===== src/design/cau_pkg.sv =====
// Package for the complex arithmetic unit: widths, operation codes, the
// pipeline record handed from cell to cell and the rounding helpers.
// No dependencies.
`default_nettype none

package cau_pkg;

   localparam int DATA_WIDTH = 16;
   localparam int FRAC_BITS  = 12;
   localparam int OP_W       = 3;

   localparam int PROD_W     = 2 * DATA_WIDTH;
   localparam int SUM_W      = PROD_W + 1;
   localparam int MAG_W      = PROD_W;
   localparam int UMAG_W     = DATA_WIDTH + 1;
   // The quotient carries one guard bit for rounding and one bit for overflow.
   localparam int QUO_W      = DATA_WIDTH + 1;
   localparam int LOW_W      = QUO_W - FRAC_BITS - 1;
   localparam int SQRT_STEPS = DATA_WIDTH;

   localparam int ANG_W      = 64;
   localparam int ANG_FRAC   = 60;
   localparam int CORDIC_N   = 61;
   localparam int NORM_MSB   = 58;
   localparam int ANG_SHIFT  = ANG_FRAC - FRAC_BITS;
   localparam int STEP_W     = $clog2(CORDIC_N);
   localparam int MSB_W      = $clog2(UMAG_W);
   localparam int SHIFT_W    = $clog2(NORM_MSB + 1);

   localparam logic [ANG_W-1:0] ONE_Q60        = ANG_W'(1) << ANG_FRAC;
   localparam logic [ANG_W-1:0] ONE_Q60_BY_5   = ONE_Q60 / 5;
   localparam logic [ANG_W-1:0] ONE_Q60_BY_239 = ONE_Q60 / 239;

   typedef enum logic [OP_W-1:0] {
      OP_ADD   = 3'd0,
      OP_SUB   = 3'd1,
      OP_MUL   = 3'd2,
      OP_DIV   = 3'd3,
      OP_MAG   = 3'd4,
      OP_ANGLE = 3'd5
   } op_type;

   typedef logic signed [DATA_WIDTH-1:0] word_type;
   typedef logic signed [ANG_W-1:0]      ang_type;

   typedef struct packed {
      logic                 valid;
      op_type               op;
      word_type             simple_real;
      word_type             simple_imag;
      logic                 simple_sat;
      logic                 div_zero;
      logic                 div_big_r;
      logic                 div_big_i;
      logic                 num_neg_r;
      logic                 num_neg_i;
      logic [MAG_W-1:0]     div_d;
      logic [MAG_W-1:0]     rem_r;
      logic [MAG_W-1:0]     rem_i;
      logic [LOW_W-1:0]     low_r;
      logic [LOW_W-1:0]     low_i;
      logic [QUO_W-1:0]     quo_r;
      logic [QUO_W-1:0]     quo_i;
      logic [PROD_W-1:0]    sq_rem;
      logic [PROD_W-1:0]    sq_res;
      logic                 ang_zero;
      logic                 re_neg;
      logic                 im_neg;
      ang_type              cx;
      ang_type              cy;
      ang_type              cz;
   } chain_type;

   function automatic logic [ANG_W-1:0] mag_of(input ang_type v);
      return v[ANG_W-1] ? ANG_W'(-v) : ANG_W'(v);
   endfunction

   // Saturates a sign and magnitude to one word; the top bit flags saturation.
   function automatic logic [DATA_WIDTH:0] sat_pack(input logic neg,
                                                    input logic [ANG_W-1:0] mag);
      logic [ANG_W-1:0]      lim;
      logic [DATA_WIDTH-1:0] val;
      logic                  sat;
      lim = ANG_W'(1) << (DATA_WIDTH - 1);
      sat = 1'b0;
      if (neg) begin
         if (mag > lim) begin
            sat = 1'b1;
            val = lim[DATA_WIDTH-1:0];
         end else begin
            val = DATA_WIDTH'(ANG_W'(0) - mag);
         end
      end else begin
         if (mag > lim - ANG_W'(1)) begin
            sat = 1'b1;
            val = DATA_WIDTH'(lim - ANG_W'(1));
         end else begin
            val = mag[DATA_WIDTH-1:0];
         end
      end
      return {sat, val};
   endfunction

   // Restoring long division, used only while the angle constants are built.
   function automatic logic [ANG_W-1:0] const_quotient(input logic [ANG_W-1:0] num,
                                                       input logic [ANG_W-1:0] den);
      logic [ANG_W-1:0] rem;
      logic [ANG_W-1:0] quo;
      rem = '0;
      quo = '0;
      for (int i = ANG_W - 1; i >= 0; i--) begin
         rem = {rem[ANG_W-2:0], num[i]};
         if (rem >= den) begin
            rem    = rem - den;
            quo[i] = 1'b1;
         end
      end
      return quo;
   endfunction

   // Arctangent of 2^-idx in Q.60 from its Taylor series; entry zero is pi/4
   // by the Machin formula. Evaluated only for constant arguments.
   function automatic ang_type atan_entry(input int idx);
      logic [ANG_W-1:0] t;
      logic [ANG_W-1:0] t5;
      logic [ANG_W-1:0] t239;
      logic [ANG_W-1:0] k;
      logic [ANG_W-1:0] term;
      ang_type          s5;
      ang_type          s239;
      ang_type          acc;
      logic             minus;
      int               n;
      s5    = '0;
      s239  = '0;
      acc   = '0;
      t5    = ONE_Q60_BY_5;
      k     = ANG_W'(1);
      minus = 1'b0;
      for (n = 0; n < ANG_W; n++) begin
         if (t5 != '0) begin
            term  = const_quotient(t5, k);
            s5    = minus ? s5 - ang_type'(term) : s5 + ang_type'(term);
            t5    = const_quotient(t5, ANG_W'(25));
            k     = k + ANG_W'(2);
            minus = !minus;
         end
      end
      t239  = ONE_Q60_BY_239;
      k     = ANG_W'(1);
      minus = 1'b0;
      for (n = 0; n < ANG_W; n++) begin
         if (t239 != '0) begin
            term  = const_quotient(t239, k);
            s239  = minus ? s239 - ang_type'(term) : s239 + ang_type'(term);
            t239  = const_quotient(t239, ANG_W'(57121));
            k     = k + ANG_W'(2);
            minus = !minus;
         end
      end
      t     = ONE_Q60 >> idx;
      k     = ANG_W'(1);
      minus = 1'b0;
      for (n = 0; n < ANG_W; n++) begin
         if (t != '0) begin
            term  = const_quotient(t, k);
            acc   = minus ? acc - ang_type'(term) : acc + ang_type'(term);
            t     = t >> (2 * idx);
            k     = k + ANG_W'(2);
            minus = !minus;
         end
      end
      if (idx == 0) begin
         return (s5 <<< 2) - s239;
      end
      return acc;
   endfunction

   localparam ang_type PI_Q = atan_entry(0) <<< 2;

endpackage

`default_nettype wire


===== src/design/cau_cell.sv =====
// One cell of the chain: a CORDIC rotation, and in the leading cells one
// quotient bit per division lane and one root bit. Uses cau_pkg.
`default_nettype none

module cau_cell (
   input  logic                      clock,
   input  logic                      reset,
   input  logic                      advance,
   input  logic [cau_pkg::STEP_W-1:0] step_idx,
   input  cau_pkg::ang_type          step_angle,
   input  cau_pkg::chain_type        in_data,
   output cau_pkg::chain_type        out_data
);
   import cau_pkg::*;

   chain_type           data_in, data_ff;
   logic [MAG_W:0]      cat_r, cat_i;
   logic                qbit_r, qbit_i;
   logic [PROD_W-1:0]   sq_bit;
   logic [PROD_W:0]     trial;
   ang_type             dx, dy;

   always_comb begin
      data_in = in_data;
      cat_r   = {in_data.rem_r, in_data.low_r[LOW_W-1]};
      cat_i   = {in_data.rem_i, in_data.low_i[LOW_W-1]};
      qbit_r  = cat_r >= {1'b0, in_data.div_d};
      qbit_i  = cat_i >= {1'b0, in_data.div_d};
      sq_bit  = PROD_W'(1) << (STEP_W'(2 * (SQRT_STEPS - 1)) - (step_idx << 1));
      trial   = {1'b0, in_data.sq_res} + {1'b0, sq_bit};
      dx      = in_data.cy >>> step_idx;
      dy      = in_data.cx >>> step_idx;

      if (step_idx < STEP_W'(QUO_W)) begin
         data_in.rem_r = qbit_r ? MAG_W'(cat_r - {1'b0, in_data.div_d}) : MAG_W'(cat_r);
         data_in.rem_i = qbit_i ? MAG_W'(cat_i - {1'b0, in_data.div_d}) : MAG_W'(cat_i);
         data_in.low_r = in_data.low_r << 1;
         data_in.low_i = in_data.low_i << 1;
         data_in.quo_r = {in_data.quo_r[QUO_W-2:0], qbit_r};
         data_in.quo_i = {in_data.quo_i[QUO_W-2:0], qbit_i};
      end

      if (step_idx < STEP_W'(SQRT_STEPS)) begin
         if ({1'b0, in_data.sq_rem} >= trial) begin
            data_in.sq_rem = PROD_W'({1'b0, in_data.sq_rem} - trial);
            data_in.sq_res = (in_data.sq_res >> 1) + sq_bit;
         end else begin
            data_in.sq_res = in_data.sq_res >> 1;
         end
      end

      // Rotate toward the x axis; the angle register collects the rotation.
      if (in_data.cy > 0) begin
         data_in.cx = in_data.cx + dx;
         data_in.cy = in_data.cy - dy;
         data_in.cz = in_data.cz + step_angle;
      end else begin
         data_in.cx = in_data.cx - dx;
         data_in.cy = in_data.cy + dy;
         data_in.cz = in_data.cz - step_angle;
      end
   end

   always_ff @(posedge clock) begin
      if (reset) begin
         data_ff.valid <= 1'b0;
      end else if (advance) begin
         data_ff <= data_in;
      end
   end

   assign out_data = data_ff;

endmodule

`default_nettype wire


===== config.mk =====
export PLATFORM = sky130hd
export DESIGN_NAME = cau_cell
export DESIGN_NICKNAME = d
export VERILOG_FILES = /design/src/design/cau_pkg.sv /design/src/design/cau_cell.sv
export SDC_FILE = /design/constraint.sdc
export NUM_CORES = 2
export LEC_CHECK = 0
export ABC_AREA = 1
export BUFFER_PORTS_ARGS = -buffer_cell sky130_fd_sc_hd__buf_2
export CAP_MARGIN = 20
export CORE_AREA = 2 2 365 367
export DETAILED_ROUTE_END_ITERATION = 10
export DIE_AREA = 0 0 367 369
export PLACE_DENSITY_LB_ADDON = 0.08
export RECOVER_POWER = 25
export SLEW_MARGIN = 20
export SYNTH_ARGS = -nofsm -noshare
export SYNTH_HDL_FRONTEND = slang
export SYNTH_SLANG_ARGS = --single-unit

===== constraint.sdc =====
create_clock -name clock -period 25.5 [get_ports clock]
set_input_delay 3.825 -clock clock [delete_from_list [all_inputs] [get_ports clock]]
set_output_delay 3.825 -clock clock [all_outputs]
set_load 0.01 [all_outputs]

---- After elaboration in Yosys (flattened, before gate mapping) ----
Cells that the tools add are included.
cells by class
  $add $sub $neg .......................... 12
  order comparisons ....................... 6
  shift-type cells ........................ 3
  muxes and demuxes ....................... 7
  bitwise operators ....................... 1
  reduce and logical (&&, ||, !) cells .... 1
operator list
  operator              count
  $add 64x64->64        3
  $mux 192              1
  $sub 64x64->64        3
  $mux 32               4
  $sshr 64x6->64        2
  $mux 106              1
  $sub 32x32->32        3
  $ge 33x32->1          2
  $gt 64x1->1 const B   1
  $mux 64               1
  $add 32x32->33        1
  $ge 32x33->1          1
  $add 31x32->32        1
  $shl 1x6->32 const A  1
  $lt 6x5->1 const B    2
  $sub 5x6->6 const A   1
  $reduce_and 2->1      1
  $not 1->1             1
word-level totals
  register bits ........................... 439
  input port bits ......................... 512
  output and inout port bits .............. 439

---- Depth between registers and ports, before layout ----
  depth after elaboration ................. 6
  depth in mapped cells ................... 39
  gate-level depth less buffers ........... 37

---- Worst setup path before layout ----
No wires, ideal clock.
  path type ............................... input-to-reg
  start ................................... in advance
  end ..................................... reg data_ff (netlist bit out_data[0]), enable pin
  arrival time ............................ 22232 ps
  required time ........................... 24237 ps
  path slack .............................. 2005 ps
  stages .................................. 2
  cells stage by stage .................... inv_1 nor2_1
between the ends
  word-level cells in the longest chain between the ends .. 1
RTL lines
  item                               RTL line        source
  start, declared                    cau_cell.sv:8   input logic advance,
  $reduce_and 2->1 (no source line)  --
  end signal, assigned               cau_cell.sv:68  data_ff <= data_in;
  end, declared                      cau_cell.sv:16  chain_type data_in, data_ff;
No other way between the ends.
A chain may end at the register's enable or synchronous reset.

==> impl_metrics.env <==
export IMPL_cts_tree="yes"
export IMPL_tns_ps=0
export IMPL_cp_start_kind="input pin"
export IMPL_largest_reg_flops=439
export IMPL_gr_total_overflow=0
export IMPL_relSlewSlack_pct=-145
export IMPL_crit_top_cell="nand2_1"
export IMPL_port_buffers=950
export IMPL_rsz0062_at_grt="false"
export IMPL_postSynthCellCount=7769
export IMPL_synth_area_leaders="edfxtp_1, nand2_1, nand3_1"
export IMPL_synth_seq_cells=439
export IMPL_final_cells=10400
export IMPL_start_util_pct=38.4
export IMPL_dr_pass1_iters=9
export IMPL_cts_buffers=53
export IMPL_cap_violations=2
export IMPL_fp_row_count=133
export IMPL_antenna_left=0
export IMPL_die_x_um=367
export IMPL_fmax_ghz=0.0931
export IMPL_root_buffer="clkbuf_16"
export IMPL_core_area_mm2=0.131
export IMPL_synth_top_area_share_pct=26.1
export IMPL_syn_nets=8609
export IMPL_ys_types=62
export IMPL_period_share_pct=42.1
export IMPL_total_power_mw=3.24
export IMPL_pre_cts_ws_ps=14280
export IMPL_finalCriticalPeriod_ps=10740
export IMPL_skew_ps=0
export IMPL_drtIter0Drc=6125
export IMPL_wirelength_mm=259
export IMPL_antenna_found_initial=58
export IMPL_die_y_um=369
export IMPL_crit_path_max_incr_delay_ps=750
export IMPL_cts_buffer_depth=3
export IMPL_slew_viol_final=117
export IMPL_io_pins=951
export IMPL_irDropWorstVdd_mv=0.0541
export IMPL_async_flop_share_pct=0
export IMPL_dp_hpwl_mm=220
export IMPL_synth_enable_flop_cells=438
export IMPL_hold_viol=0
export IMPL_grt_first_pass_wirelength_mm=365
export IMPL_yosys_area_top_type="edfxtp_1"
export IMPL_drt_wirelength_per_cell_um=24.9
export IMPL_final_nets=9410
export IMPL_synth_flop_cell="edfxtp_1"
export IMPL_worst_hold_slack_ps=463
export IMPL_fin_util_pct=44.3
export IMPL_p_per_area_mw_per_mm2=55.7
export IMPL_postLayoutSetupSlackWorst_ps=14760
export IMPL_p_leak_nw=27.1
export IMPL_grtUsageTotal_pct=36.4
export IMPL_seqCellArea_mm2=0.0132
export IMPL_worst_pin_slew_ps=3670
export IMPL_vias=58200
export IMPL_place_congestion=1.05
export IMPL_crit_fanout=94
export IMPL_dieArea_mm2=0.135
export IMPL_netlist_top_cells_count="nand2_1, nand3_1, inv_1, nor2_1, a21oi_1"
export IMPL_syn_to_final_growth_pct=15.3
export IMPL_vias_per_cell=5.60
export IMPL_hold_path_class="reg2reg"
export IMPL_violations="max-capacitance violations, max-slew violations"
export IMPL_clock_latency_ps=640
export IMPL_grt_pass1_vias=54300
export IMPL_drt_drc_violations_left=0
export IMPL_worst_ep_required_time_ps=25900
export IMPL_avgSynthCellArea_um2=6.48
export IMPL_crit_arrival_ps=11140
export IMPL_multiInputGateArea_mm2=0.0329
export IMPL_grt_max_degree=109
export IMPL_netlist_area_mm2=0.0504
export IMPL_clk_pin_slew_ps=60
export IMPL_place_area_mm2=0.0565
export IMPL_ctsHoldBuffers=0
export IMPL_crit_type="in2reg"
export IMPL_yosysMostFrequentCell="nand2_1"
export IMPL_seq_area_frac_synth_pct=26.2
export IMPL_outcome="complete, but fails checks"
export IMPL_post_cts_resized=0
export IMPL_fill_cells=14500
export IMPL_cts_setup_buffers=0
export IMPL_dp_cells=10300
export IMPL_end_kind="flop"
export IMPL_cts_htree_levels=2
export IMPL_drive_above_1_share_pct=11.2
export IMPL_slowest_stage="inv_4"
export IMPL_setup_violations_final=0
export IMPL_clkSinkCount=439
export IMPL_design_area_mm2=0.0581
export IMPL_ys_warn_count=0
==> final timing paths <==
path / endpoint / depth (start not counted) / slack [ps] / start
worst max-delay path: out_data[252] / 29 / 14760 / step_idx[0]
worst min-delay path: out_data[438] / 2 / 460 / out_data[438]
worst max register to register: out_data[438] / 2 / 24940 / out_data[438]
worst min register to register: out_data[438] / 2 / 460 / out_data[438]
==> kinds of logic after synthesis <==
group | share of synthesized area (%)
xor+xnor | 7.91
simple gates | 34.7
fa+ha+maj | 8.24
buf+inv | 8.58
compound gates | 14.4
flops | 26.2
==> layer usage <==
metal  share of wire (%)  vias to the layer above  global-route usage [%]
li1                    -                    27700                       -
met1                  39                    27100                    44.0
met2                  46                     2686                    61.0
met3                 8.1                      556                    6.96
met4                 6.5                       48                    19.5
met5                0.11                        -                       0
==> final cells by class <==
type                            instances  share of cell area, %
Antenna cell                           19                 0.0818
Clock buffer                           58                   2.31
Clock inverter                         41                  0.726
Inverter                              846                   5.48
Multi-Input combinational cell       6244                   56.7
Sequential cell                       439                   22.7
Tap cell                             1755                   3.78
Timing Repair Buffer                  986                   8.29
==> cell usage in the layout (no fill, tap or decap), types with 165 or more instances in the layout <==
cell / synthesis / layout
nand2_1: 2167 / 2165
nand3_1: 961 / 961
inv_1: 831 / 829
nor2_1: 789 / 785
buf_2: 80 / 768
a21oi_1: 467 / 466
edfxtp_1: 438 / 438
o21ai_0: 410 / 410
ha_1: 322 / 322
xor2_1: 290 / 290
clkbuf_1: 99 / 184
xnor2_1: 165 / 165
==> power breakdown <==
part | leakage (nW) | internal (mW) | total (mW) | switching [mW]
clock network | 0.845 | 0.446 | 0.798 | 0.352
logic | 22.1 | 0.457 | 1.47 | 1.01
registers | 4.10 | 0.925 | 0.967 | 0.0425
==> worst max-delay path, delay by kind of cell <==
| kind | cells | cell delay (ps) |
|---|---|---|
| AND/OR/NAND/NOR | 10 | 1950 |
| XOR/XNOR | 1 | 230 |
| AO/OA/AOI/OAI | 11 | 2600 |
| adder cells (fa/ha/maj) | 2 | 540 |
| buffers and inverters | 5 | 1870 |
(Power assumes the default switching activity.)
