File: src/design/cau_pkg.sv
// Package for the complex arithmetic unit: widths, operation codes, the
// pipeline record handed from cell to cell and the rounding helpers.
// No dependencies.
`default_nettype none

package cau_pkg;

   localparam int DATA_WIDTH = 16;
   localparam int FRAC_BITS  = 12;
   localparam int OP_W       = 3;

   localparam int PROD_W     = 2 * DATA_WIDTH;
   localparam int SUM_W      = PROD_W + 1;
   localparam int MAG_W      = PROD_W;
   localparam int UMAG_W     = DATA_WIDTH + 1;
   // The quotient carries one guard bit for rounding and one bit for overflow.
   localparam int QUO_W      = DATA_WIDTH + 1;
   localparam int LOW_W      = QUO_W - FRAC_BITS - 1;
   localparam int SQRT_STEPS = DATA_WIDTH;

   localparam int ANG_W      = 64;
   localparam int ANG_FRAC   = 60;
   localparam int CORDIC_N   = 61;
   localparam int NORM_MSB   = 58;
   localparam int ANG_SHIFT  = ANG_FRAC - FRAC_BITS;
   localparam int STEP_W     = $clog2(CORDIC_N);
   localparam int MSB_W      = $clog2(UMAG_W);
   localparam int SHIFT_W    = $clog2(NORM_MSB + 1);

   localparam logic [ANG_W-1:0] ONE_Q60        = ANG_W'(1) << ANG_FRAC;
   localparam logic [ANG_W-1:0] ONE_Q60_BY_5   = ONE_Q60 / 5;
   localparam logic [ANG_W-1:0] ONE_Q60_BY_239 = ONE_Q60 / 239;

   typedef enum logic [OP_W-1:0] {
      OP_ADD   = 3'd0,
      OP_SUB   = 3'd1,
      OP_MUL   = 3'd2,
      OP_DIV   = 3'd3,
      OP_MAG   = 3'd4,
      OP_ANGLE = 3'd5
   } op_type;

   typedef logic signed [DATA_WIDTH-1:0] word_type;
   typedef logic signed [ANG_W-1:0]      ang_type;

   typedef struct packed {
      logic                 valid;
      op_type               op;
      word_type             simple_real;
      word_type             simple_imag;
      logic                 simple_sat;
      logic                 div_zero;
      logic                 div_big_r;
      logic                 div_big_i;
      logic                 num_neg_r;
      logic                 num_neg_i;
      logic [MAG_W-1:0]     div_d;
      logic [MAG_W-1:0]     rem_r;
      logic [MAG_W-1:0]     rem_i;
      logic [LOW_W-1:0]     low_r;
      logic [LOW_W-1:0]     low_i;
      logic [QUO_W-1:0]     quo_r;
      logic [QUO_W-1:0]     quo_i;
      logic [PROD_W-1:0]    sq_rem;
      logic [PROD_W-1:0]    sq_res;
      logic                 ang_zero;
      logic                 re_neg;
      logic                 im_neg;
      ang_type              cx;
      ang_type              cy;
      ang_type              cz;
   } chain_type;

   function automatic logic [ANG_W-1:0] mag_of(input ang_type v);
      return v[ANG_W-1] ? ANG_W'(-v) : ANG_W'(v);
   endfunction

   // Saturates a sign and magnitude to one word; the top bit flags saturation.
   function automatic logic [DATA_WIDTH:0] sat_pack(input logic neg,
                                                    input logic [ANG_W-1:0] mag);
      logic [ANG_W-1:0]      lim;
      logic [DATA_WIDTH-1:0] val;
      logic                  sat;
      lim = ANG_W'(1) << (DATA_WIDTH - 1);
      sat = 1'b0;
      if (neg) begin
         if (mag > lim) begin
            sat = 1'b1;
            val = lim[DATA_WIDTH-1:0];
         end else begin
            val = DATA_WIDTH'(ANG_W'(0) - mag);
         end
      end else begin
         if (mag > lim - ANG_W'(1)) begin
            sat = 1'b1;
            val = DATA_WIDTH'(lim - ANG_W'(1));
         end else begin
            val = mag[DATA_WIDTH-1:0];
         end
      end
      return {sat, val};
   endfunction

   // Restoring long division, used only while the angle constants are built.
   function automatic logic [ANG_W-1:0] const_quotient(input logic [ANG_W-1:0] num,
                                                       input logic [ANG_W-1:0] den);
      logic [ANG_W-1:0] rem;
      logic [ANG_W-1:0] quo;
      rem = '0;
      quo = '0;
      for (int i = ANG_W - 1; i >= 0; i--) begin
         rem = {rem[ANG_W-2:0], num[i]};
         if (rem >= den) begin
            rem    = rem - den;
            quo[i] = 1'b1;
         end
      end
      return quo;
   endfunction

   // Arctangent of 2^-idx in Q.60 from its Taylor series; entry zero is pi/4
   // by the Machin formula. Evaluated only for constant arguments.
   function automatic ang_type atan_entry(input int idx);
      logic [ANG_W-1:0] t;
      logic [ANG_W-1:0] t5;
      logic [ANG_W-1:0] t239;
      logic [ANG_W-1:0] k;
      logic [ANG_W-1:0] term;
      ang_type          s5;
      ang_type          s239;
      ang_type          acc;
      logic             minus;
      int               n;
      s5    = '0;
      s239  = '0;
      acc   = '0;
      t5    = ONE_Q60_BY_5;
      k     = ANG_W'(1);
      minus = 1'b0;
      for (n = 0; n < ANG_W; n++) begin
         if (t5 != '0) begin
            term  = const_quotient(t5, k);
            s5    = minus ? s5 - ang_type'(term) : s5 + ang_type'(term);
            t5    = const_quotient(t5, ANG_W'(25));
            k     = k + ANG_W'(2);
            minus = !minus;
         end
      end
      t239  = ONE_Q60_BY_239;
      k     = ANG_W'(1);
      minus = 1'b0;
      for (n = 0; n < ANG_W; n++) begin
         if (t239 != '0) begin
            term  = const_quotient(t239, k);
            s239  = minus ? s239 - ang_type'(term) : s239 + ang_type'(term);
            t239  = const_quotient(t239, ANG_W'(57121));
            k     = k + ANG_W'(2);
            minus = !minus;
         end
      end
      t     = ONE_Q60 >> idx;
      k     = ANG_W'(1);
      minus = 1'b0;
      for (n = 0; n < ANG_W; n++) begin
         if (t != '0) begin
            term  = const_quotient(t, k);
            acc   = minus ? acc - ang_type'(term) : acc + ang_type'(term);
            t     = t >> (2 * idx);
            k     = k + ANG_W'(2);
            minus = !minus;
         end
      end
      if (idx == 0) begin
         return (s5 <<< 2) - s239;
      end
      return acc;
   endfunction

   localparam ang_type PI_Q = atan_entry(0) <<< 2;

endpackage

`default_nettype wire

File: src/design/cau_back.sv
// Back end: quotient and root rounding, angle quadrant mapping, result
// selection, output register and skid register. Uses cau_pkg.
`default_nettype none

module cau_back (
   input  logic               clock,
   input  logic               reset,
   input  cau_pkg::chain_type in_data,
   input  logic               rsp_ready,
   output logic               advance,
   output logic               rsp_valid,
   output cau_pkg::word_type  rsp_real,
   output cau_pkg::word_type  rsp_imag,
   output logic               rsp_overflow,
   output logic               rsp_dbz
);
   import cau_pkg::*;

   typedef struct packed {
      logic              valid;
      op_type            op;
      word_type          simple_real;
      word_type          simple_imag;
      logic              simple_sat;
      logic              div_zero;
      logic              num_neg_r;
      logic              num_neg_i;
      logic [QUO_W-1:0]  qr_r;
      logic [QUO_W-1:0]  qr_i;
      logic [UMAG_W-1:0] root;
      logic              ang_zero;
      logic              im_neg;
      ang_type           z1;
   } back_type;

   typedef struct packed {
      word_type re_part;
      word_type imag_part;
      logic     overflow;
      logic     dbz;
   } result_type;

   back_type            back_in, back_ff;
   result_type          res_in, out_in, out_ff, skid_in, skid_ff;
   logic                out_valid_in, out_valid_ff, skid_valid_in, skid_valid_ff;
   logic                incoming;
   logic [DATA_WIDTH:0] pk_r, pk_i, pk_root, pk_ang;
   logic [ANG_W-1:0]    ang_round;

   assign advance = !skid_valid_ff;

   always_comb begin
      back_in.valid       = in_data.valid;
      back_in.op          = in_data.op;
      back_in.simple_real = in_data.simple_real;
      back_in.simple_imag = in_data.simple_imag;
      back_in.simple_sat  = in_data.simple_sat;
      back_in.div_zero    = in_data.div_zero;
      back_in.num_neg_r   = in_data.num_neg_r;
      back_in.num_neg_i   = in_data.num_neg_i;
      back_in.qr_r = in_data.div_big_r ? QUO_W'(1) << (QUO_W - 1)
                                       : QUO_W'(({1'b0, in_data.quo_r} + 1'b1) >> 1);
      back_in.qr_i = in_data.div_big_i ? QUO_W'(1) << (QUO_W - 1)
                                       : QUO_W'(({1'b0, in_data.quo_i} + 1'b1) >> 1);
      back_in.root = UMAG_W'(in_data.sq_res)
                   + UMAG_W'(in_data.sq_rem > in_data.sq_res);
      back_in.ang_zero = in_data.ang_zero;
      back_in.im_neg   = in_data.im_neg;
      back_in.z1       = in_data.re_neg ? PI_Q - in_data.cz : in_data.cz;
   end

   always_ff @(posedge clock) begin
      if (reset) begin
         back_ff.valid <= 1'b0;
      end else if (advance) begin
         back_ff <= back_in;
      end
   end

   always_comb begin
      pk_r      = sat_pack(back_ff.num_neg_r, ANG_W'(back_ff.qr_r));
      pk_i      = sat_pack(back_ff.num_neg_i, ANG_W'(back_ff.qr_i));
      pk_root   = sat_pack(1'b0, ANG_W'(back_ff.root));
      ang_round = (mag_of(back_ff.z1) + (ANG_W'(1) << (ANG_SHIFT - 1))) >> ANG_SHIFT;
      pk_ang    = sat_pack(back_ff.z1[ANG_W-1] ^ back_ff.im_neg, ang_round);
      res_in    = '0;
      case (back_ff.op)
         OP_ADD, OP_SUB, OP_MUL: begin
            res_in.re_part   = back_ff.simple_real;
            res_in.imag_part = back_ff.simple_imag;
            res_in.overflow  = back_ff.simple_sat;
         end
         OP_DIV: begin
            if (back_ff.div_zero) begin
               res_in.dbz = 1'b1;
            end else begin
               res_in.re_part   = pk_r[DATA_WIDTH-1:0];
               res_in.imag_part = pk_i[DATA_WIDTH-1:0];
               res_in.overflow  = pk_r[DATA_WIDTH] | pk_i[DATA_WIDTH];
            end
         end
         OP_MAG: begin
            res_in.re_part  = pk_root[DATA_WIDTH-1:0];
            res_in.overflow = pk_root[DATA_WIDTH];
         end
         OP_ANGLE: begin
            if (!back_ff.ang_zero) begin
               res_in.re_part  = pk_ang[DATA_WIDTH-1:0];
               res_in.overflow = pk_ang[DATA_WIDTH];
            end
         end
         default: begin
            res_in = '0;
         end
      endcase
   end

   // A result that arrives while the output is stalled parks in the skid
   // register, which then holds the chain until the output drains.
   assign incoming = back_ff.valid && advance;

   always_comb begin
      out_in        = out_ff;
      out_valid_in  = out_valid_ff;
      skid_in       = skid_ff;
      skid_valid_in = skid_valid_ff;
      if (!out_valid_ff || rsp_ready) begin
         if (skid_valid_ff) begin
            out_in        = skid_ff;
            out_valid_in  = 1'b1;
            skid_valid_in = 1'b0;
         end else begin
            out_in       = res_in;
            out_valid_in = incoming;
         end
      end else if (incoming) begin
         skid_in       = res_in;
         skid_valid_in = 1'b1;
      end
   end

   always_ff @(posedge clock) begin
      out_ff  <= out_in;
      skid_ff <= skid_in;
      if (reset) begin
         out_valid_ff  <= 1'b0;
         skid_valid_ff <= 1'b0;
      end else begin
         out_valid_ff  <= out_valid_in;
         skid_valid_ff <= skid_valid_in;
      end
   end

   assign rsp_valid    = out_valid_ff;
   assign rsp_real     = out_ff.re_part;
   assign rsp_imag     = out_ff.imag_part;
   assign rsp_overflow = out_ff.overflow;
   assign rsp_dbz      = out_ff.dbz;

endmodule

`default_nettype wire
File: config.mk
export PLATFORM = sky130hd
export DESIGN_NAME = cau_back
export DESIGN_NICKNAME = d
export VERILOG_FILES = /design/src/design/cau_pkg.sv /design/src/design/cau_back.sv
export SDC_FILE = /design/constraint.sdc
export NUM_CORES = 1
export LEC_CHECK = 0
export BUFFER_PORTS_ARGS = -buffer_cell sky130_fd_sc_hd__buf_2
export CAP_MARGIN = 20
export CORE_AREA = 5 5 181 183
export DETAILED_ROUTE_END_ITERATION = 10
export DIE_AREA = 0 0 186 188
export GPL_ROUTABILITY_DRIVEN = 0
export PLACE_DENSITY_LB_ADDON = 0.25
export SYNTH_ARGS = -nofsm -noshare
export SYNTH_HDL_FRONTEND = slang
export SYNTH_SLANG_ARGS = --single-unit
export TNS_END_PERCENT = 50
File: constraint.sdc
create_clock -name clock -period 14.4 [get_ports clock]
set_input_delay 1.44 -clock clock [delete_from_list [all_inputs] [get_ports clock]]
set_output_delay 1.44 -clock clock [all_outputs]
set_load 0.01 [all_outputs]
* Word-level counts from Yosys, hierarchy flattened
Index checks and enable logic that the tools add are counted.
** Storage, ports and cells
- Memories kept :: 0
- Bits in registers :: 227
- Bits of input ports :: 442
- ROM bits :: 0
- Memory bits (writable) :: 0
- Latch bits :: 0
** Operators by class
- Equality and inequality tests :: 5
- Div/mod/pow operators :: 0
- Shift operators :: 0
- Add/sub/neg operators :: 9
- Multiply operators :: 0
- Multiplexer cells :: 32
- Reductions and logical operators :: 9
- Bitwise operators :: 5
- Order comparisons :: 8
** Operators with widths (count)
- $mux 16 :: 11
- $mux 64 :: 2
- $add 64x48->64 const B :: 1
- $neg 64->64 :: 1
- $pmux 16 s4 :: 1
- $sub 63x64->64 const A :: 1
- $gt 17x15->1 const B :: 3
- $sub 1x16->16 const A :: 3
- $add 17x1->18 const B :: 2
- $gt 17x16->1 const B :: 2
- $mux 34 :: 1
- $mux 33 :: 1
- $gt 32x32->1 :: 1
- $pmux 16 s2 :: 1
- $add 17x1->17 :: 1
- $gt 16x15->1 const B :: 1
- $gt 16x16->1 const B :: 1
- $mux 1 :: 14
- $eq 3x2->1 const B :: 2
- $eq 3x3->1 const B :: 2
- $pmux 1 s4 :: 1
- $reduce_and 2->1 :: 2
- $eq 3x1->1 const B :: 1
- $logic_not 3->1 :: 1
- 8 further kinds :: 11

* Depth between registers and ports, before layout
Gate-level depths: netlist of the first run.
- Depth in word-level cells :: 9
- Gate-level depth with buffers :: 19
- Depth with buffers taken out :: 19

* Worst setup path before layout of the first run
Ideal clock, no wire load.
- Kind :: input to register
- Start :: input port reset
- End :: register back_ff[0] (netlist name), enable pin
- Required time :: 13724 ps
- Cell stages on the path :: 1
- Path buffers :: 0
- Arrival time :: 7924 ps
- Setup time :: 676 ps
- Slack :: 5800 ps
- Path through :: nor2_1
** Between the ends
- Longest elaborated chain between the ends :: 2
** RTL lines
- start, declared :: RTL line cau_back.sv:7 : input logic reset,
- $not 1->1 (no line)
- $reduce_and 2->1 (no line)
- end signal, assigned :: RTL line cau_back.sv:76 : back_ff <= back_in;
- end, declared :: RTL line cau_back.sv:43 : back_type back_in, back_ff;
Every way passes these cells.
A chain may end at the register's enable or synchronous reset.

* Worst setup path after layout of the first run
- Start :: register back_ff[27] (netlist name)
- End :: register out_ff (netlist bit rsp_real[11]), data pin
** Between the ends
- Longest elaborated chain between the ends :: 9
** RTL lines
- $neg 64->64 :: RTL line cau_pkg.sv:75 : return v[ANG_W-1] ? ANG_W'(-v) : ANG_W'(v);
- $mux 64 (*) :: RTL line cau_pkg.sv:75
- $add 64x48->64 (*) :: RTL line cau_back.sv:84 : ang_round = (mag_of(back_ff.z1) + (ANG_W'(1) << (ANG_SHIFT - 1))) >> ANG_SHIFT;
- $sub 1x16->16, or another cell as far along :: RTL line cau_pkg.sv:91 : val = DATA_WIDTH'(ANG_W'(0) - mag);
- $mux 16, on equally long branches :: RTL line cau_pkg.sv:87, cau_pkg.sv:94
- $mux 16 (*) :: RTL line cau_pkg.sv:86 : if (neg) begin
- $mux 16 (*) :: RTL line cau_back.sv:107 : if (!back_ff.ang_zero) begin
- $pmux 16 s4 (*) :: RTL line cau_back.sv:87 : case (back_ff.op)
- $mux 34 (*) :: RTL line cau_back.sv:128 : if (skid_valid_ff) begin
- end signal, assigned :: RTL line cau_back.sv:143 : out_ff <= out_in;
- end, declared :: RTL line cau_back.sv:44 : result_type res_in, out_in, out_ff, skid_in, skid_ff;
Mark *: on every way between the ends. The rest lies on a longest branch, timed or not.

==> results.yml, run 1 <==
route:
  post-route-drc-count: 0
  routed_wl_um: 35800
  ant_nets: 0
  route.detailed.vias_per_inst: 5.66
  detailed_route_via_count: 11532
  starting_drc_count_in_detailed_routing: 752
  drt_first_pass_iters: 6
  wl_per_cell_um: 17.6
global_routing:
  antenna_found_initial: 12
  grt_pass1_wl_um: 56600
  vias_in_the_first_global_route: 10984
  grt_util_all_layers: 0.196
  grt_max_degree: 86
  overflow: 0
power:
  power_per_cell_area_nw_per_um2: 103
  power_frac_seq: 0.474
  power.internal_mw: 1.26
  pwr-share-clk: 0.352
  p_sw_mw: 0.448
  sw_frac_of_total: 0.262
  irDropWorstVdd_uv: 70.4
  power.share.combinational: 0.173
  power.static_leakage_nw: 6.39
clock_network:
  tritoncts: "done"
  clockBufferDepth: 3
  clk-insertion-delay-late_ns: 0.52
  cts_repair_resize_count: 0
  cts_hold_buf: 0
  cts_buffers: 25
  cts_setup_buffers: 0
  clock_tree.root_cell: "clkbuf_16"
  cts.clk_slew.worst_paths_ns: 0.06
  cts.sinks: 227
  htree_levels: 1
min_path:
  class_of_the_tightest_hold_or_removal_check: "register to register"
  hold_path_depth: 2
synth:
  synth-seq-area-share: 0.476
  synth_fp_nets: 1874
  postSynthAreaPerCell_um2: 10.3
  post_synth_cell_types: 74
  asr_flop_ratio_synth: 0
  synthTopCellsByArea: "edfxtp_1, xnor2_1, ha_1"
  yosysWarningCount: 0
  ys_dominant_reg_cell: "edfxtp_1"
  syn_area_um2: 14300
  yosys.area.top_type_share: 0.472
  post_synth_inst_count: 1388
  ys_seq_elements: 227
  yosys.area.top_type: "edfxtp_1"
  synth_enable_flop_cells: 224
floorplan:
  die_width_um: 186
  design.portCount: 478
  floorplan_row_count: 65
  core_area_um2: 31100
  design.die.area_um2: 35000
  initial_utilization: 0.459
  vertical_extent_of_the_die_um: 188
timing:
  max_freq_ghz: 0.159
  setup_repair_after_global_routing_missed_its_margin: "false"
  worst_hold_slack_ns: 0.527
  max-slew-margin-rel: 0.290
  finalClockSkew_ns: 0.0114
  post-route-period-util: 0.436
  timing.setup.tns_ns: 0
  timing_worst_slew_pin_value_ns: 1.06
  timing.final.setup_violations: 0
  layout_setup_ws_ns: 8.12
  time_the_worst_path_needs_with_i_o_delays_and_setup_ns: 6.28
  hold_violations: 0
  timing_max_transition_violations_final: 0
placement:
  pre_cts_ws_ns: 8.12
  post_detailed_placement_half_perimeter_wirelength_um: 27700
  dpl-instance-area_um2: 15900
  dp.cells: 1986
  port_buffers: 245
setup_path:
  cp_data_arrival_time_ns: 6.60
  setup.worst_path.class: "register to register"
  critical_path.startpoint_type: "register"
  reg2reg_setup_slack_ns: 8.12
  r2r.worst_path.cells: 14
  cp_max_fo: 15
  endpoint_kind: "register"
  crit_required_ns: 14.72
finish:
  stdcell_area_um2: 16700
  drive_above_1_share: 0.223
  final_cell_mix: "buf_2, edfxtp_1, nor2_1"
  finalNetCount: 2097
  most_common_library_cell_in_the_layout_ignoring_fill_and_taps: "buf_2"
  area_growth_pct: 17.1
  post_route_non_filler_standard_cell_count: 2038
outcome:
  outcome: "finished, final reports clean"
job:
  cap_viol_max_count: 0
path summary, 6_finish.rpt:
check | to | from
worst max-delay path | rsp_real[11]$_DFFE_PP_ | back_ff[27]$_DFFE_PP_
worst min-delay path | rsp_imag[11]$_DFFE_PP_ | skid_ff[13]$_DFFE_PP_
worst max register to register | rsp_real[11]$_DFFE_PP_ | back_ff[27]$_DFFE_PP_
worst min register to register | rsp_imag[11]$_DFFE_PP_ | skid_ff[13]$_DFFE_PP_
critical path: stages (launching register included):
cell      delay (ns)
edfxtp_1        0.36
nor4_1          0.47
nand4_1         0.64
or4_1           0.74
nand2_1         0.11
xnor2_1         0.12
ha_1            0.35
nor2b_1         0.32
o21ai_0         0.12
a311oi_1        0.55
and3_1          0.32
nand4_1         0.36
o311a_1         0.78
or2_1           0.49
o31ai_2         0.32
final cells by class:
cell class	count	area [um^2]
Antenna cell	6	15.0
Inverter	63	236
Sequential cell	227	6790
Multi-Input combinational cell	1034	6990
Timing Repair Buffer	260	1360
Clock buffer	41	756
Clock inverter	5	37.5
Tap cell	402	503
Fill cell	2767	14400
layer usage:
metal | up-vias | part of all wire | global-route usage | routed length [um]
li1 | 5702 | - | - | -
met1 | 5356 | 0.43 | 0.274 | 15500
met2 | 391 | 0.46 | 0.313 | 16500
met3 | 71 | 0.079 | 0.0413 | 2810
met4 | 12 | 0.024 | 0.0507 | 865
met5 | - | 0.0022 | 0 | 80
flip-flops by register name, indices dropped and copies added, names as in the netlist:
register,flops
rsp_dbz,1
rsp_real,16
skid_valid_ff,1
rsp_imag,16
back_ff,157
skid_ff,34
rsp_overflow,1
rsp_valid,1
kinds of logic after synthesis:
logic type	after synthesis	share of synthesized area
fa+ha+maj	44	0.0386
simple gates	506	0.180
buf+inv	127	0.0345
flops	227	0.476
mux	33	0.0256
compound gates	304	0.155
xor+xnor	147	0.0903
power by group through the flow:
stage / clock network, mW / logic [mW] / registers (mW)
2_1_floorplan: 0 / 0.194 / 0.822
3_3_place_gp: 0 / 0.289 / 0.824
3_5_place_dp: 0 / 0.296 / 0.825
4_1_cts: 0.618 / 0.297 / 0.812
5_1_grt: 0.650 / 0.331 / 0.817
6_report: 0.603 / 0.297 / 0.812
cells in the mapped netlist, drive strengths merged (16+ instances only):
master	number
nor4	26
and3	22
o21ai	70
nor2	121
edfxtp	224
xnor2	101
nor3	37
inv	62
xor2	46
ha	44
a31oi	26
or4	16
mux2	28
or3	30
nand4	30
o31ai	29
nand2	119
a21o	17
nand3	52
clkbuf	53
o211ai	17
a21oi	54
per-stage QoR:
stage               utilization  power (mW)
finish                    0.537        1.71
detailed placement        0.511        1.12
CTS                       0.537        1.73
floorplan                     -        1.02
global route              0.537        1.80
global placement          0.510        1.11
No activity file was read; power rests on OpenSTA's default activity.
==> run 2: changes to the inputs <==
--- a/config.mk
+++ b/config.mk
@@ -5,11 +5,12 @@
 export SDC_FILE = /design/constraint.sdc
 export NUM_CORES = 1
 export LEC_CHECK = 0
+export ABC_AREA = 1
 export BUFFER_PORTS_ARGS = -buffer_cell sky130_fd_sc_hd__buf_2
 export CAP_MARGIN = 20
-export CORE_AREA = 5 5 181 183
+export CORE_AREA = 5 5 183 185
 export DETAILED_ROUTE_END_ITERATION = 10
-export DIE_AREA = 0 0 186 188
+export DIE_AREA = 0 0 188 190
 export GPL_ROUTABILITY_DRIVEN = 0
 export PLACE_DENSITY_LB_ADDON = 0.25
 export SYNTH_ARGS = -nofsm -noshare
==> constraint.sdc (replaced) <==
create_clock -name clock -period 6.1 [get_ports clock]
set_input_delay 0.61 -clock clock [delete_from_list [all_inputs] [get_ports clock]]
set_output_delay 0.61 -clock clock [all_outputs]
set_load 0.01 [all_outputs]
==> run 2 against run 1 <==
- cell area rose by 7.3%
- power is 140% higher
- global-route usage grew 2.7 points
- fmax increased by 65%
- largest power group unchanged
==> results.yml, run 2 <==
floorplan:
  design.die.area_um2: 35700
  die_width_um: 188
  vertical_extent_of_the_die_um: 190
  core_area_um2: 31900
  floorplan_row_count: 66
  initial_utilization: 0.486
  design.portCount: 478
setup_path:
  slowest_stage: "edfxtp_1"
  critical-path-max-stage-delay_ns: 0.39
  critical_path.startpoint_type: "register"
  crit_required_ns: 6.42
  crit_top_cell: "nand2_1"
  cp_max_fo: 12
  setup.worst_path.class: "register to register"
  crit_path_cell_trace: "nor2_1 > nand2_1 > nor2_1 > nand2_1 > nor2_2 > nand2_1 > nand3_1 > nand2_2 > ha_1 > nand3b_1 > nand2_1 > ha_1 > inv_1 > nor2_2 > nand2_2 > nor3_4 > nand2_2 > nor2_4 > nor2_4 > nand2_4 > nand3_1 > a31oi_1"
  cp_num_buf_inv: 1
  endpoint_kind: "register"
  cp_data_arrival_time_ns: 4.13
  critPathTopFamily: "simple AND/OR/NAND/NOR gates"
global_routing:
  grt_use_met1: 0.327
  antenna_found_initial: 3
  use_met2: 0.352
  vias_in_the_first_global_route: 13346
  grt_util_all_layers: 0.223
  grt_max_degree: 157
  grt_pass1_wl_um: 66600
  gr-usage-met3: 0.0431
  globalRoute.busiestLayer: "met2"
  overflow: 0
synth:
  post_synth_cell_types: 59
  ys_dominant_reg_cell: "edfxtp_1"
  asr_flop_ratio_synth: 0
  postSynthAreaPerCell_um2: 7.74
  post-synth-top-count-cell: "nand2_1"
  synth_enable_flop_cells: 224
  synth_fp_nets: 2485
  ys_seq_elements: 227
  synthTopCellsByArea: "edfxtp_1, nand2_1, nor2_1"
  syn_area_um2: 15500
  yosys.area.top_type: "edfxtp_1"
  synth-seq-area-share: 0.438
  post_synth_inst_count: 1999
  yosysWarningCount: 0
  yosys.area.top_type_share: 0.435
  most_frequent_cells_after_synthesis: "nand2_1, nor2_1, inv_1, edfxtp_1, nand3_1"
clock_network:
  cts_hold_buf: 0
  clk-insertion-delay-late_ns: 0.52
  clock_tree.root_cell: "clkbuf_16"
  cts.clk_slew.worst_paths_ns: 0.07
  cts_setup_buffers: 0
  clockBufferDepth: 3
  cts.sinks: 227
  cts_buffers: 24
  cts_repair_resize_count: 0
  htree_levels: 1
  tritoncts: "done"
timing:
  max_freq_ghz: 0.262
  time_the_worst_path_needs_with_i_o_delays_and_setup_ns: 3.82
  timing.setup.tns_ns: 0
  timing_max_transition_violations_final: 0
  post-route-period-util: 0.626
  worst_hold_slack_ns: 0.260
  hold_violations: 0
  finalClockSkew_ns: 0.0198
  setup_repair_after_global_routing_missed_its_margin: "false"
  max-slew-margin-rel: 0.306
  timing.final.setup_violations: 0
  timing_worst_slew_pin_value_ns: 1.04
finish:
  drive_above_1_share: 0.155
  finalNetCount: 2728
  largest_reg_flops: 157
  final_cell_mix: "nand2_1, nor2_1, inv_1"
  area_growth_pct: 15.7
  largestRegisters: "back_ff (157), skid_ff (34)"
  most_common_library_cell_in_the_layout_ignoring_fill_and_taps: "nand2_1"
  largest-register: "back_ff"
min_path:
  class_of_the_tightest_hold_or_removal_check: "input pin to register"
placement:
  port_buffers: 245
  post_detailed_placement_half_perimeter_wirelength_um: 32600
route:
  ant_nets: 0
  starting_drc_count_in_detailed_routing: 1127
  post-route-drc-count: 0
  wl_per_cell_um: 15.5
  detailed_route_via_count: 14159
  drt_first_pass_iters: 5
  route.detailed.vias_per_inst: 5.31
  routed_wl_um: 41300
outcome:
  outcome: "finished, final reports clean"
job:
  cap_viol_max_count: 0
power:
  power_per_cell_area_nw_per_um2: 225
  irDropWorstVdd_uv: 171
  power.static_leakage_nw: 7.88
run 2: path summary, 6_finish.rpt:
| kind | from | to | slack (ns) | depth (start not counted) |
|---|---|---|---|---|
| worst max-delay path | back_ff[11]$_DFFE_PP_ | rsp_real[3]$_DFFE_PP_ | 2.28 | 22 |
| worst min-delay path | in_data[407] | back_ff[125]$_DFFE_PP_ | 0.26 | 1 |
| worst max register to register | back_ff[11]$_DFFE_PP_ | rsp_real[3]$_DFFE_PP_ | 2.28 | 22 |
| worst min register to register | back_ff[156]$_SDFFE_PP0N_ | back_ff[156]$_SDFFE_PP0N_ | 0.50 | 2 |
run 2: metal layers:
metal | up-vias | share of wire
met1 | 6396 | 0.46
met5 | - | 0.00048
li1 | 7159 | -
met3 | 44 | 0.086
met2 | 556 | 0.44
met4 | 4 | 0.015
run 2: layout make-up:
cell class              count  area (um^2)
flip-flops and latches    227         6790
clock inverters            15          123
inverters                 278         1040
well taps                 408          510
multi-input cells        1458         7510
clock buffers              27          633
diodes                      1         2.50
repair buffers            253         1300
fillers                  2972        14000
run 2: cell families after synthesis:
family	synth area share
AOI/OAI and AO/OA	0.0977
xor gates and xnor gates	0.0498
adders and majority gates	0.0356
buffers and inverters	0.0771
DFF	0.438
and+or+nand+nor	0.301
run 2: stage by stage:
step / cell area [um^2] / setup WS [ns] / std cells / total power [mW] / util
after global placement: 17200 / 1.85 / 2624 / 2.64 / 0.538
after detailed placement: 17200 / 1.79 / 2624 / 2.66 / 0.538
after global routing: 17900 / 1.78 / 2667 / 4.23 / 0.562
after CTS: 17900 / 2.30 / 2666 / 4.06 / 0.562
final: 17900 / 2.28 / 2667 / 4.04 / 0.562
after floorplan: 15500 / 0.931 / 1999 / 2.39 / -
run 2: where the power goes:
part | switching (mW) | internal, mW | total (mW)
Combinational | 0.470 | 0.250 | 0.720
Sequential | 0.0656 | 1.85 | 1.91
Clock | 0.580 | 0.824 | 1.40
run 2: worst register-to-register path, stage by stage (launching register included):
cell and delay, ns:
edfxtp_1 0.39, nor2_1 0.18, nand2_1 0.08, nor2_1 0.24
nand2_1 0.10, nor2_2 0.14, nand2_1 0.09, nand3_1 0.08
nand2_2 0.13, ha_1 0.27, nand3b_1 0.17, nand2_1 0.14
ha_1 0.19, inv_1 0.05, nor2_2 0.13, nand2_2 0.11
nor3_4 0.26, nand2_2 0.12, nor2_4 0.14, nor2_4 0.05
nand2_4 0.15, nand3_1 0.13, a31oi_1 0.28
==> run 3: changes to the inputs <==
==> constraint.sdc (replaced) <==
create_clock -name clock -period 3.8 [get_ports clock]
set_input_delay 0.38 -clock clock [delete_from_list [all_inputs] [get_ports clock]]
set_output_delay 0.38 -clock clock [all_outputs]
set_load 0.01 [all_outputs]
==> run 3 against run 2 <==
- flip-flop and latch count stayed put
- clock power is 75% higher
- die area stayed put
- register-to-register slack worse by 2.1 ns
- fmax is 6.5% higher
- clock-buffer cell count is 1 lower
- critical path depth is 2 higher
- power is 66% higher
- largest cell class unchanged
==> results.yml, run 3 (synthesis results as in run 2) <==
timing:
  timing.final.setup_violations: 0
  hold_violations: 0
  timing.setup.tns_ns: 0
  layout_setup_ws_ns: 0.216
  max-slew-margin-rel: 0.385
  timing_max_transition_violations_final: 0
  post-route-period-util: 0.943
  max_freq_ghz: 0.279
  time_the_worst_path_needs_with_i_o_delays_and_setup_ns: 3.58
  worst_hold_slack_ns: 0.0277
  finalClockSkew_ns: 0.0139
  timing_worst_slew_pin_value_ns: 0.922
global_routing:
  grt_util_all_layers: 0.222
  grt_max_degree: 147
  vias_in_the_first_global_route: 13369
  overflow: 0
  grt_pass1_wl_um: 65700
  antenna_found_initial: 4
power:
  power.static_leakage_nw: 8.08
  power.internal_mw: 4.89
  p_sw_mw: 1.82
  pwr-share-clk: 0.366
  power_per_cell_area_nw_per_um2: 365
  sw_frac_of_total: 0.271
  power_frac_seq: 0.458
  irDropWorstVdd_uv: 285
  power.share.combinational: 0.177
placement:
  port_buffers: 245
  pre_cts_ws_ns: -0.0259
  post_detailed_placement_half_perimeter_wirelength_um: 32700
finish:
  final_cell_mix: "nand2_1, nor2_1, inv_1"
  area_growth_pct: 18.5
  largest_reg_flops: 157
  largest-register: "back_ff"
  largestRegisters: "back_ff (157), skid_ff (34)"
  finalNetCount: 2758
  antennaDiodeCount: 0
  drive_above_1_share: 0.177
  most_common_library_cell_in_the_layout_ignoring_fill_and_taps: "nand2_1"
clock_network:
  tritoncts: "done"
  htree_levels: 1
  cts.clk_slew.worst_paths_ns: 0.06
  cts.sinks: 227
  clk-insertion-delay-late_ns: 0.53
  cts_buffers: 24
  clockBufferDepth: 3
  clock_tree.root_cell: "clkbuf_16"
setup_path:
  cp_max_fo: 12
  endpoint_kind: "register"
  setup.worst_path.class: "register to register"
  crit_required_ns: 4.19
  cp_data_arrival_time_ns: 3.97
  critical_path.startpoint_type: "register"
route:
  drt_first_pass_iters: 5
  ant_nets: 0
  routed_wl_um: 41100
  wl_per_cell_um: 15.2
  post-route-drc-count: 0
  detailed_route_via_count: 14291
  starting_drc_count_in_detailed_routing: 1070
  route.detailed.vias_per_inst: 5.30
floorplan:
  core_area_um2: 31900
  design.portCount: 478
  floorplan_row_count: 66
  vertical_extent_of_the_die_um: 190
  die_width_um: 188
  initial_utilization: 0.486
  design.die.area_um2: 35700
min_path:
  class_of_the_tightest_hold_or_removal_check: "input pin to register"
outcome:
  outcome: "finished, final reports clean"
job:
  cap_viol_max_count: 0
run 3: cell types whose count changed in the layout (fill, tap and decap cells not counted), moves of 3 or more:
cell,before,now
buf_4,7,31
bufinv_16,2,5
clkinv_1,13,9
clkinv_2,1,5
dlygate4sd3_1,0,6
nand2_1,457,453
nor2_1,313,296
nor2_2,13,26
nor2_4,6,10
run 3: repair_timing:
action | 4_1_cts | 5_1_grt
hold buffers | 6 | 0
setup buffers | 0 | 3
endpoints found under the hold margin | 6 | 0
resized for setup | 0 | 33
endpoints found under the setup margin | 0 | 33
run 3: area by class of cell:
class,count,area [um^2]
Fill cell,2926,13500
Timing Repair Buffer,283,1540
Clock inverter,18,226
Clock buffer,26,608
Sequential cell,227,6790
Tap cell,408,510
Inverter,278,1040
Multi-Input combinational cell,1458,7630
run 3: critical path: stages (launching register included):
cell and delay (ns):
edfxtp_1 0.42, nor2_1 0.15, nand2_2 0.11, nor2_1 0.13, nand2_2 0.10, nor2_4 0.14, nand2_1 0.11, nand3_1 0.13
nand2_4 0.10, ha_4 0.18, nand3b_1 0.16, nand2_2 0.11, ha_1 0.17, inv_1 0.05, nor2_2 0.13, nand2_2 0.11
nor3_4 0.25, nand2_2 0.12, nor2_4 0.13, nor2_4 0.05, nand2_4 0.13, nand2_1 0.09, nand3_1 0.20, nand2_1 0.09
nand2_1 0.08
run 3: routing by layer:
layer	wire length, um	up-vias	GRT usage	share of wire
met5	40	-	0	0.00097
met3	3590	67	0.0431	0.087
met4	1000	8	0.0579	0.024
met2	17900	510	0.348	0.44
met1	18500	6489	0.318	0.45
li1	-	7217	-	-
run 3: worst paths after layout:
check                               to  slack, ns                      start  cells past startpoint
max reg2reg      rsp_real[4]$_DFFE_PP_       0.22       back_ff[7]$_DFFE_PP_                     24
min reg2reg  back_ff[156]$_SDFFE_PP0N_       0.51  back_ff[156]$_SDFFE_PP0N_                      2
min             back_ff[127]$_DFFE_PP_       0.03               in_data[409]                      1
max              rsp_real[4]$_DFFE_PP_       0.22       back_ff[7]$_DFFE_PP_                     24
run 3: power groups by stage:
stage / Combinational [mW] / Sequential (mW) / Clock, mW
floorplan: 0.724 / 3.11 / 0
global placement: 1.12 / 3.11 / 0
detailed placement: 1.15 / 3.11 / 0
CTS: 1.16 / 3.06 / 2.51
global route: 1.34 / 3.08 / 2.61
finish: 1.19 / 3.07 / 2.45
run 3: stage by stage:
stage	instances	utilization	instance area, um^2	power (mW)
final	2698	0.576	18300	6.70
after global routing	2698	0.576	18300	7.03
after CTS	2695	0.571	18200	6.73
after detailed placement	2645	0.543	17300	4.26
after global placement	2645	0.543	17300	4.24
after floorplan	1999	-	15500	3.83
